[src/hw/rtl/sse_pkg.sv]
// ----------------------------------------------------------------------------
// sse_pkg
// Shared widths, types, register indexes and saturation helper for the
// third-order forward Euler plant stepper.
// ----------------------------------------------------------------------------
package sse_pkg;

  // data format
  localparam int DATA_WIDTH = 32;
  localparam int FRAC_BITS  = 16;
  localparam int STEP_WIDTH = DATA_WIDTH - 1;

  // digit-serial multiplier geometry
  localparam int DIGIT_W    = 8;
  localparam int NUM_DIGITS = DATA_WIDTH / DIGIT_W;
  localparam int DIG_CNT_W  = (NUM_DIGITS > 1) ? $clog2(NUM_DIGITS) : 1;
  localparam int PART_W     = DATA_WIDTH + DIGIT_W + 1;   // operand times one digit
  localparam int HI_W       = PART_W;                     // upper product accumulator
  localparam int STEP_SUM_W = HI_W + 1;                   // one digit step sum
  localparam int Q_W        = 2 * DATA_WIDTH - FRAC_BITS; // rounded product
  localparam int SUM_W      = Q_W + 2;                    // derivative / state sum

  // configuration
  localparam int CFG_IDX_W  = 3;
  localparam logic [CFG_IDX_W-1:0] REG_COEF_A0   = 3'd0;
  localparam logic [CFG_IDX_W-1:0] REG_COEF_A1   = 3'd1;
  localparam logic [CFG_IDX_W-1:0] REG_COEF_A2   = 3'd2;
  localparam logic [CFG_IDX_W-1:0] REG_COEF_B0   = 3'd3;
  localparam logic [CFG_IDX_W-1:0] REG_COEF_B1   = 3'd4;
  localparam logic [CFG_IDX_W-1:0] REG_COEF_B2   = 3'd5;
  localparam logic [CFG_IDX_W-1:0] REG_TIME_STEP = 3'd6;

  localparam logic [STEP_WIDTH-1:0] STEP_RESET = STEP_WIDTH'(655);

  // rounding constant, half an lsb of the result
  localparam logic signed [STEP_SUM_W-1:0] ROUND_HALF =
    STEP_SUM_W'(1) << (FRAC_BITS - 1);

  typedef logic signed [DATA_WIDTH-1:0] data_t;
  typedef logic [STEP_WIDTH-1:0]        step_t;
  typedef logic [CFG_IDX_W-1:0]         cfg_idx_t;
  typedef logic signed [SUM_W-1:0]      sum_t;
  typedef logic signed [Q_W-1:0]        prod_t;

  // clamp a wide sum to the signed data range
  function automatic data_t sat_data(input sum_t v);
    logic all_zero;
    logic all_one;
    begin
      all_zero = (v[SUM_W-1:DATA_WIDTH-1] == '0);
      all_one  = (v[SUM_W-1:DATA_WIDTH-1] == '1);
      if (all_zero || all_one) begin
        sat_data = v[DATA_WIDTH-1:0];
      end else if (v[SUM_W-1]) begin
        sat_data = {1'b1, {(DATA_WIDTH-1){1'b0}}};
      end else begin
        sat_data = {1'b0, {(DATA_WIDTH-1){1'b1}}};
      end
    end
  endfunction

  // widen helpers
  function automatic sum_t ext_data(input data_t v);
    ext_data = {{(SUM_W-DATA_WIDTH){v[DATA_WIDTH-1]}}, v};
  endfunction

  function automatic sum_t ext_prod(input prod_t v);
    ext_prod = {{(SUM_W-Q_W){v[Q_W-1]}}, v};
  endfunction

endpackage

[src/hw/rtl/state_space_euler_step.sv]
// A new drive sample is accepted only in the idle state, once the last result is in the output register.
// The engine has a single shared multiplier: nine products per item, each built
// digit-serially (32 x 8 bits per cycle) and then added in an accumulate step.
// Reset (rst_n low, synchronous): plant state cleared to zero, coefficients to
// zero, time step to 655, no result pending. Config writes are taken every cycle.
// ----------------------------------------------------------------------------
// state_space_euler_step
// Third-order companion-form plant advanced by one forward Euler step per
// drive sample, in signed fixed point with rounding and saturation.
// ----------------------------------------------------------------------------
module state_space_euler_step (
  input  logic                clk,
  input  logic                rst_n,
  // drive sample channel
  input  logic                in_valid,
  output logic                in_ready,
  input  sse_pkg::data_t      in_drive_sample,
  // plant output channel
  output logic                out_valid,
  input  logic                out_ready,
  output sse_pkg::data_t      out_plant_output,
  // configuration write channel
  input  logic                cfg_valid,
  output logic                cfg_ready,
  input  sse_pkg::cfg_idx_t   cfg_index,
  input  sse_pkg::data_t      cfg_data
);
  import sse_pkg::*;

  typedef enum logic [1:0] {
    ST_IDLE,
    ST_MUL,
    ST_ACC,
    ST_OUT
  } state_t;

  // product schedule: six derivative terms, then three step products
  typedef enum logic [3:0] {
    OP_A0,
    OP_B0,
    OP_A1,
    OP_B1,
    OP_A2,
    OP_B2,
    OP_D0,
    OP_D1,
    OP_D2
  } op_t;

  localparam logic [DIG_CNT_W-1:0] DIG_LAST = DIG_CNT_W'(NUM_DIGITS - 1);

  state_t                   state_r;
  op_t                      op_r;
  logic [DIG_CNT_W-1:0]     dig_r;

  data_t                    coef_a_r [3];
  data_t                    coef_b_r [3];
  step_t                    step_r;
  data_t                    x_r      [3];
  data_t                    dx_r     [3];
  data_t                    u_r;
  sum_t                     acc_r;

  // digit-serial multiplier registers
  data_t                    mcand_r;
  logic [DATA_WIDTH-1:0]    mplr_r;
  logic signed [HI_W-1:0]   hi_r;
  logic [DATA_WIDTH-1:0]    lo_r;

  data_t                    out_data_r;
  logic                     out_valid_r;

  logic                     in_accept;
  logic                     out_take;
  op_t                      op_nxt;
  data_t                    mcand_nxt;
  logic [DATA_WIDTH-1:0]    mplr_nxt;
  data_t                    u_src;

  logic signed [DIGIT_W:0]      digit_s;
  logic signed [PART_W-1:0]     part;
  logic signed [STEP_SUM_W-1:0] step_sum;
  logic signed [HI_W-1:0]       hi_nxt;
  logic [DATA_WIDTH-1:0]        lo_nxt;
  prod_t                        prod_q;
  sum_t                         addend;
  sum_t                         sum_nxt;

  assign in_ready         = (state_r == ST_IDLE);
  assign in_accept        = in_valid && in_ready;
  assign out_take         = out_valid_r && out_ready;
  assign cfg_ready        = 1'b1;
  assign out_valid        = out_valid_r;
  assign out_plant_output = out_data_r;

  // operands of the next product to load
  always_comb begin
    u_src = in_accept ? in_drive_sample : u_r;
    if (in_accept) begin
      op_nxt = OP_A0;
    end else begin
      case (op_r)
        OP_A0:   op_nxt = OP_B0;
        OP_B0:   op_nxt = OP_A1;
        OP_A1:   op_nxt = OP_B1;
        OP_B1:   op_nxt = OP_A2;
        OP_A2:   op_nxt = OP_B2;
        OP_B2:   op_nxt = OP_D0;
        OP_D0:   op_nxt = OP_D1;
        OP_D1:   op_nxt = OP_D2;
        default: op_nxt = OP_A0;
      endcase
    end
    case (op_nxt)
      OP_A0:   begin mcand_nxt = coef_a_r[0]; mplr_nxt = x_r[2]; end
      OP_B0:   begin mcand_nxt = coef_b_r[0]; mplr_nxt = u_src;  end
      OP_A1:   begin mcand_nxt = coef_a_r[1]; mplr_nxt = x_r[2]; end
      OP_B1:   begin mcand_nxt = coef_b_r[1]; mplr_nxt = u_src;  end
      OP_A2:   begin mcand_nxt = coef_a_r[2]; mplr_nxt = x_r[2]; end
      OP_B2:   begin mcand_nxt = coef_b_r[2]; mplr_nxt = u_src;  end
      OP_D0:   begin mcand_nxt = dx_r[0];     mplr_nxt = {1'b0, step_r}; end
      OP_D1:   begin mcand_nxt = dx_r[1];     mplr_nxt = {1'b0, step_r}; end
      default: begin mcand_nxt = dx_r[2];     mplr_nxt = {1'b0, step_r}; end
    endcase
  end

  // one digit step: low digits unsigned, top digit signed
  always_comb begin
    digit_s  = {(dig_r == DIG_LAST) ? mplr_r[DIGIT_W-1] : 1'b0, mplr_r[DIGIT_W-1:0]};
    part     = mcand_r * digit_s;
    step_sum = {hi_r[HI_W-1], hi_r} + {part[PART_W-1], part}
               + ((dig_r == '0) ? ROUND_HALF : '0);
    hi_nxt   = {{(DIGIT_W-1){step_sum[STEP_SUM_W-1]}}, step_sum[STEP_SUM_W-1:DIGIT_W]};
    lo_nxt   = {step_sum[DIGIT_W-1:0], lo_r[DATA_WIDTH-1:DIGIT_W]};
  end

  // rounded product and the shared accumulate adder
  always_comb begin
    prod_q = {hi_r[DATA_WIDTH-1:0], lo_r[DATA_WIDTH-1:FRAC_BITS]};
    case (op_r)
      OP_D0:   addend = ext_data(x_r[0]);
      OP_D1:   addend = ext_data(x_r[1]);
      OP_D2:   addend = ext_data(x_r[2]);
      default: addend = acc_r;
    endcase
    sum_nxt = addend + ext_prod(prod_q);
  end

  // sequencer, datapath and registered output
  always_ff @(posedge clk) begin
    if (!rst_n) begin
      state_r     <= ST_IDLE;
      op_r        <= OP_A0;
      dig_r       <= '0;
      out_valid_r <= 1'b0;
      step_r      <= STEP_RESET;
      for (int i = 0; i < 3; i++) begin
        coef_a_r[i] <= '0;
        coef_b_r[i] <= '0;
        x_r[i]      <= '0;
      end
    end else begin
      // configuration transaction
      if (cfg_valid) begin
        case (cfg_index)
          REG_COEF_A0:   coef_a_r[0] <= cfg_data;
          REG_COEF_A1:   coef_a_r[1] <= cfg_data;
          REG_COEF_A2:   coef_a_r[2] <= cfg_data;
          REG_COEF_B0:   coef_b_r[0] <= cfg_data;
          REG_COEF_B1:   coef_b_r[1] <= cfg_data;
          REG_COEF_B2:   coef_b_r[2] <= cfg_data;
          REG_TIME_STEP: step_r      <= cfg_data[STEP_WIDTH-1:0];
          default:       ;
        endcase
      end

      // the output state reloads the register itself
      if (out_take && state_r != ST_OUT) begin
        out_valid_r <= 1'b0;
      end

      case (state_r)
        ST_IDLE: begin
          if (in_accept) begin
            u_r     <= in_drive_sample;
            acc_r   <= '0;
            op_r    <= op_nxt;
            mcand_r <= mcand_nxt;
            mplr_r  <= mplr_nxt;
            hi_r    <= '0;
            lo_r    <= '0;
            dig_r   <= '0;
            state_r <= ST_MUL;
          end
        end
        ST_MUL: begin
          hi_r   <= hi_nxt;
          lo_r   <= lo_nxt;
          mplr_r <= mplr_r >> DIGIT_W;
          dig_r  <= dig_r + 1'b1;
          if (dig_r == DIG_LAST) begin
            state_r <= ST_ACC;
          end
        end
        ST_ACC: begin
          case (op_r)
            OP_B0: begin
              dx_r[0] <= sat_data(sum_nxt);
              acc_r   <= ext_data(x_r[0]);
            end
            OP_B1: begin
              dx_r[1] <= sat_data(sum_nxt);
              acc_r   <= ext_data(x_r[1]);
            end
            OP_B2:   dx_r[2] <= sat_data(sum_nxt);
            OP_D0:   x_r[0]  <= sat_data(sum_nxt);
            OP_D1:   x_r[1]  <= sat_data(sum_nxt);
            OP_D2:   x_r[2]  <= sat_data(sum_nxt);
            default: acc_r   <= sum_nxt;
          endcase
          if (op_r == OP_D2) begin
            state_r <= ST_OUT;
          end else begin
            op_r    <= op_nxt;
            mcand_r <= mcand_nxt;
            mplr_r  <= mplr_nxt;
            hi_r    <= '0;
            lo_r    <= '0;
            dig_r   <= '0;
            state_r <= ST_MUL;
          end
        end
        ST_OUT: begin
          if (!out_valid_r || out_ready) begin
            out_valid_r <= 1'b1;
            out_data_r  <= x_r[2];
            state_r     <= ST_IDLE;
          end
        end
        default: state_r <= ST_IDLE;
      endcase
    end
  end

  // a result appears only on leaving the output state
  a_out_from_out_state: assert property (@(posedge clk) disable iff (!rst_n)
    $rose(out_valid_r) |-> $past(state_r) == ST_OUT)
    else $error("result raised outside the output state");

  // accumulate follows exactly after the last digit
  a_acc_after_last_digit: assert property (@(posedge clk) disable iff (!rst_n)
    (state_r == ST_ACC) |-> ($past(state_r) == ST_MUL && $past(dig_r) == DIG_LAST))
    else $error("accumulate reached before all digits were processed");

  // digit counter advances by one on every multiply cycle
  a_digit_advance: assert property (@(posedge clk) disable iff (!rst_n)
    (state_r == ST_MUL && $past(state_r) == ST_MUL)
      |-> dig_r == DIG_CNT_W'($past(dig_r) + 1'b1))
    else $error("digit counter skipped a step");

  // no item accepted while the engine is busy
  a_no_accept_busy: assert property (@(posedge clk) disable iff (!rst_n)
    (state_r == ST_MUL || state_r == ST_ACC) |=> !(in_accept && $past(op_r) != OP_D2))
    else $error("input accepted during a computation");

endmodule
[config.mk]
export PLATFORM = sky130hd
export DESIGN_NAME = state_space_euler_step
export DESIGN_NICKNAME = d
export VERILOG_FILES = /design/src/hw/rtl/sse_pkg.sv /design/src/hw/rtl/state_space_euler_step.sv
export SDC_FILE = /design/constraint.sdc
export NUM_CORES = 2
export LEC_CHECK = 0
export ABC_AREA = 1
export BUFFER_PORTS_ARGS = -buffer_cell sky130_fd_sc_hd__buf_2
export CORE_AREA = 2 2 287 289
export CTS_CLUSTER_DIAMETER = 120
export CTS_CLUSTER_SIZE = 20
export DETAILED_ROUTE_END_ITERATION = 16
export DIE_AREA = 0 0 289 291
export GPL_ROUTABILITY_DRIVEN = 0
export GPL_TIMING_DRIVEN = 0
export PLACE_DENSITY = 0.7
export SYNTH_ARGS = -nofsm -noshare
export SYNTH_HDL_FRONTEND = slang
export SYNTH_SLANG_ARGS = --single-unit
[constraint.sdc]
create_clock -name clk -period 5.2 [get_ports clk]
set_clock_uncertainty 0.15 [all_clocks]
set_input_delay 0.52 -clock clk [delete_from_list [all_inputs] [get_ports clk]]
set_output_delay 0.52 -clock clk [all_outputs]
set_load 0.01 [all_outputs]
After elaboration in Yosys (flattened, before gate mapping)
Memory sizes are Yosys's and may differ from the RTL's. A register that Yosys moved wholly into a read port is not among the register bits.
Index checks and enable logic that the tools add are counted.
{ "word_totals": {"reg_bits": 291, "latch_bits": 0, "ramBits": 384, "romBits": 32, "input_bits": 72, "out_inout_bits": 35, "elab_cells": 211, "mem_count": 5} }
{ "classes": {"add_sub_neg": 4, "mul": 1, "div_mod_pow": 0, "order_cmp": 0, "eq_ne": 30, "n_shift": 0, "n_mux": 123, "bitwise_logic": 9, "n_reduce_logical": 27} }
{ "memory_table": {"columns": ["name", "words", "width", "read_ports", "rd_clocked_by_memory_dff", "wr", "line_no", "rtl"], "rows": [
  ["coef_a_r", 3, 32, 3, 0, 3, "state_space_euler_step.sv:56", "data_t coef_a_r [3];"],
  ["coef_b_r", 3, 32, 3, 0, 3, "state_space_euler_step.sv:57", "data_t coef_b_r [3];"],
  ["dx_r", 3, 32, 3, 0, 1, "state_space_euler_step.sv:60", "data_t dx_r [3];"],
  ["x_r", 3, 32, 3, 0, 3, "state_space_euler_step.sv:59", "data_t x_r [3];"],
  ["(no name shown)", 8, 4, 1, 1, 0, "state_space_euler_step.sv:102", "case (op_r)"]
]} }
{ "ops": {"columns": ["cell", "count"], "rows": [
  ["$mux 32", 38],
  ["$pmux 50 s3", 2],
  ["$pmux 32 s8", 1],
  ["$pmux 32 s3", 2],
  ["$pmux 32 s2", 2],
  ["$pmux 41 s3", 1],
  ["$pmux 50 s2", 1],
  ["$mux 41", 2],
  ["$reduce_or 32->1", 2],
  ["$mux 1", 55],
  ["$add 50x48->50", 1],
  ["$mux 50", 1],
  ["$add 41x41->42", 1],
  ["$add 42x16->42", 1],
  ["$mul 32x9->41", 1],
  ["$eq 4x3->1 const B", 7],
  ["$eq 19x19->1 const B", 1],
  ["$logic_not 19->1", 1],
  ["$mux 16", 1],
  ["$mux 2", 8],
  ["$mux 4", 4],
  ["$eq 4x2->1 const B", 3],
  ["$reduce_and 3->1", 4],
  ["$reduce_and 4->1", 3],
  ["other kinds (26)", 51]
]} }

Depth between registers and ports, before layout
{ "logic_depth": {"word_depth": 11, "mapped_depth": 31} }

Worst setup path after synthesis
No wires, ideal clock.
{ "synth_timing": {"path_type": "flip-flop to flip-flop", "from": "register dig_r[0]", "to": "register hi_r[28], data pin", "setup_time_ns": 0.253, "arrival_time_ns": 5.178, "required_time_ns": 4.797, "slack_ns": -0.381, "stages_incl_launch_ff": 25, "path_buffers": 1, "synth_period_minus_slack_ns": 5.581, "path_cell_list": "dfxtp_1 ha_1 nand2_1 buf_1 nor2_1 fa_1 fa_1 fa_1 inv_1 fa_1 fa_1 inv_1 ha_1 nand2_1 nor2_1 inv_1 nor2_1 nor4b_1 a21oi_1 o21bai_1 a21boi_0 o21ai_0 nand2_1 nand2_1 nor2_1"} }
{ "synth_via": {"elab_chain_len": 6, "elab_cells_between_ends": 8} }
{ "synth_lines": {"columns": ["item", "line_no", "rtl"], "rows": [
  ["start, declared", "state_space_euler_step.sv:54", "logic [DIG_CNT_W-1:0] dig_r;"],
  ["start signal, assigned", "state_space_euler_step.sv:200", "dig_r <= dig_r + 1'b1;"],
  ["$eq 2x2->1", "state_space_euler_step.sv:129", "digit_s = {(dig_r == DIG_LAST) ? mplr_r[DIGIT_W-1] : 1'b0, mplr_r[DIGIT_W-1:0]};"],
  ["$mux 1", "state_space_euler_step.sv:129", null],
  ["$mul 32x9->41", "state_space_euler_step.sv:130", "part = mcand_r * digit_s;"],
  ["$add 41x41->42", "state_space_euler_step.sv:131", "step_sum = {hi_r[HI_W-1], hi_r} + {part[PART_W-1], part}"],
  ["$add 42x16->42 (*)", "state_space_euler_step.sv:132", "+ ((dig_r == '0) ? ROUND_HALF : '0);"],
  ["$pmux 41 s3 (*)", "state_space_euler_step.sv:182", "case (state_r)"],
  ["end signal, assigned", "state_space_euler_step.sv:197", "hi_r <= hi_nxt;"],
  ["end, declared", "state_space_euler_step.sv:67", "logic signed [HI_W-1:0] hi_r;"]
]} }
Mark *: on every way between the ends. The rest lies on a longest branch, timed or not.
A chain may end at the register's enable or synchronous reset.

Final worst setup path
{ "layout_timing": {"from": "register mplr_r[2]", "to": "register hi_r[26], data pin"} }
{ "layout_via": {"elab_chain_len": 4} }
{ "layout_lines": {"columns": ["item", "line_no", "rtl"], "rows": [
  ["start, declared", "state_space_euler_step.sv:66", "logic [DATA_WIDTH-1:0] mplr_r;"],
  ["start signal, assigned", "state_space_euler_step.sv:189", "mplr_r <= mplr_nxt;"],
  ["start signal, assigned", "state_space_euler_step.sv:199", "mplr_r <= mplr_r >> DIGIT_W;"],
  ["start signal, assigned", "state_space_euler_step.sv:226", "mplr_r <= mplr_nxt;"],
  ["$mul 32x9->41", "state_space_euler_step.sv:130", null],
  ["$add 41x41->42", "state_space_euler_step.sv:131", null],
  ["$add 42x16->42", "state_space_euler_step.sv:132", null],
  ["$pmux 41 s3", "state_space_euler_step.sv:182", null]
]} }
No other way between the ends.

==> results by group <==
Yosys
  • Synth cell types: 53
  • #FFs+latches synth: 656
  • Mapped cell area: 41,650 um2
  • Post-Synthesis Cells: 4,494
  • Seq/Total Area, Yosys: 46.24%
  • Syn Area/Cell: 9.267 um2
  • Top FF cell, synth: edfxtp_1
  • Yosys warns: 0
  • Async set or reset register ratio after synthesis: 0%
  • Number of synthesized flops with an enable pin: 612
  • Syn Nets: 4,985

Die
  • Die Footprint: 84,100 um2
  • Chip height: 291 um
  • Initial Util: 51.30%
  • Die Span X: 289 um
  • Area of the core: 81,190 um2
  • Placement row count: 105
  • I/O Pins: 107

Final layout
  • Non-Filler Instances: 5,840
  • Nets: 5,236
  • Synth-to-layout area growth: 15.13%
  • Most common cell after layout, fill and taps aside: nand2_1
  • Layout cells sized above 1: 14.85%
  • Post-route core utilization: 59.06%
  • Commonest non-fill, non-tap cells in the layout: nand2_1, inv_1, edfxtp_1

Critical path
  • CP required: 5370 ps
  • Worst Path Class, Setup: reg -> reg
  • Worst Setup Start Kind: flip-flop
  • Max FO, Critical Path: 5
  • Crit path DAT: 5960 ps
  • Crit. End Element: flip-flop

CTS
  • Deepest clock path buffer count: 3
  • H-tree Lvls: 2
  • CTS tree: yes
  • Number of clock buffers inserted by TritonCTS: 39
  • Skew-Pair Late Insertion Delay: 620 ps
  • Clk sinks: 656
  • CTS Hold Bufs: 0
  • Clock transition at path regs: 90 ps
  • Root Driver: clkbuf_16

Placement
  • Port Buf Inserts: 104
  • DP HPWL: 99,480 um
  • Placed instance count: 5,685
  • Dpl ws: -1136 ps

STA
  • Worst slew pin tran: 1004 ps
  • Minimum clock period: 5786 ps
  • Slack of the critical path: -585.7 ps
  • Crit share post-route: 111.3%
  • Slew HR: 32.84%
  • Setup_tns: -10,370 ps
  • Hold Vio Cnt, Final: 0
  • Final Max Tran Viols: 0
  • RSZ-0062 raised after global routing: true
  • Final setup viols: 31
  • F_max: 172.8 MHz

Global route
  • Met2 usage in global routing: 47.76%
  • GR Util met1: 41.88%
  • Initial antenna violation count: 1
  • Global-route wire length before repair: 192,400 um
  • GRT busiest layer: met2
  • Met3 Track Usage GR: 4.898%
  • GRT Total Usage: 30.58%
  • Overflow after GRT: 0
  • Pin count of the biggest net entering global routing: 33
  • Vias in the first global route: 32,120

Detailed routing
  • Mean routed wirelength per cell: 22.37 um
  • DR iter-0 viols: 4,026
  • Vias: 33,720
  • Post-route DRC: 0
  • Routed Antenna Nets: 0
  • Final wirelength: 130,600 um
  • Drt pass-1 iters: 6
  • Via-to-Cell Ratio: 5.774

Status
  • Failing checks: setup timing
  • Status: finished with violations

Flow run
  • Max-capacitance violation count: 0

Hold path
  • Hold Crit Class: in -> reg
[registers in the layout, summed over array words and instances, names as in the netlist, named ones only]
signal	cells
lo_r	16
step_r	31
dig_r	2
coef_a_r	96
mcand_r	32
acc_r	50
mplr_r	32
state_r	2
out_plant_output	32
coef_b_r	96
op_r	4
out_valid	1
hi_r	34
u_r	32
x_r	96
dx_r	96
[metrics by stage]
step	hold slack (ps)	area, um2
5_1_grt	39.35	47950
4_1_cts	16.04	46810
2_1_floorplan	276.4	41880
3_5_place_dp	284.0	44170
3_3_place_gp	284.5	43740
6_report	35.68	47950
[routing by layer]
layer  wire, um  share of wire [%]
met5         13              0.010
met4       7771                5.9
met3      13760                 11
met2      59140                 45
met1      49960                 38
[critical path, stage by stage (launching register included)]
cell and delay [ps]:
edfxtp_1 440, buf_6 160, buf_6 110, buf_4 140, nand2_1 50, inv_1 40
fa_1 480, inv_1 50, fa_1 490, fa_1 460, fa_1 540, fa_1 620
inv_2 60, ha_4 320, nand2_4 70, nor2_4 80, inv_2 50, nor4b_4 250
buf_4 170, a21oi_4 70, o21bai_4 210, a21boi_2 100, buf_4 150, o21ai_2 120
a21oi_1 70
[Yosys cell counts, drive strengths merged, types with 5 or more instances]
| library cell | count | area, um2 |
|---|---|---|
| a21oi | 203 | 1023 |
| a221oi | 106 | 928.4 |
| a22o | 64 | 560.5 |
| a31oi | 48 | 300.3 |
| a41oi | 5 | 43.79 |
| buf | 27 | 177.7 |
| clkbuf | 150 | 563.0 |
| dfxtp | 44 | 880.8 |
| edfxtp | 612 | 18380 |
| fa | 273 | 5465 |
| ha | 146 | 1827 |
| inv | 809 | 3037 |
| nand2 | 1189 | 4498 |
| nand3 | 104 | 540.5 |
| nand4 | 19 | 118.9 |
| nor2 | 416 | 1589 |
| nor3 | 20 | 115.1 |
| o211ai | 11 | 82.58 |
| o21a | 14 | 105.1 |
| o21ai | 143 | 715.7 |
| o21bai | 7 | 52.55 |
| or2 | 8 | 50.06 |
| xnor2 | 13 | 113.9 |
| xor2 | 23 | 201.4 |
[area by class of cell]
cell class / instances / area [um2]
fill: 6795 / 33240
multi-input combinational: 2848 / 20270
tap: 1070 / 1339
timing repair buffer: 232 / 1843
buffer: 155 / 993.5
clock inverter: 7 / 123.9
inverter: 813 / 3064
clock buffer: 58 / 1047
sequential: 656 / 19270
antenna: 1 / 2.502
[logic make-up after synthesis]
family                     count (synthesis)  synth area share [%]
and+or+nand+nor                         1769                 16.81
DFF                                      656                 46.24
xor gates and xnor gates                  36                0.7571
AOI/OAI and AO/OA                        623                 9.569
adders and majority gates                419                 17.51
other                                      1              0.009004
buffers and inverters                    990                 9.106
[path summary, 6_finish.rpt]
path	startpoint	endpoint	slack, ps	depth (start not counted)
max	mplr_r[2]	hi_r[26]	-590	24
min	cfg_data[22]	step_r[22]	40	3
max reg2reg	mplr_r[2]	hi_r[26]	-590	24
min reg2reg	x_r[0][81]	out_plant_output[17]	310	0
[timing repair]
action / 4_1_cts / 5_1_grt
pin swaps: 79 / 90
gates resized for setup: 281 / 237
setup buffers: 56 / 54
endpoints found under the setup margin: 220 / 219
cloned: 6 / 0
Power is not shown: default switching activity piles up to over one toggle a cycle in this logic, so the estimate is an artifact.
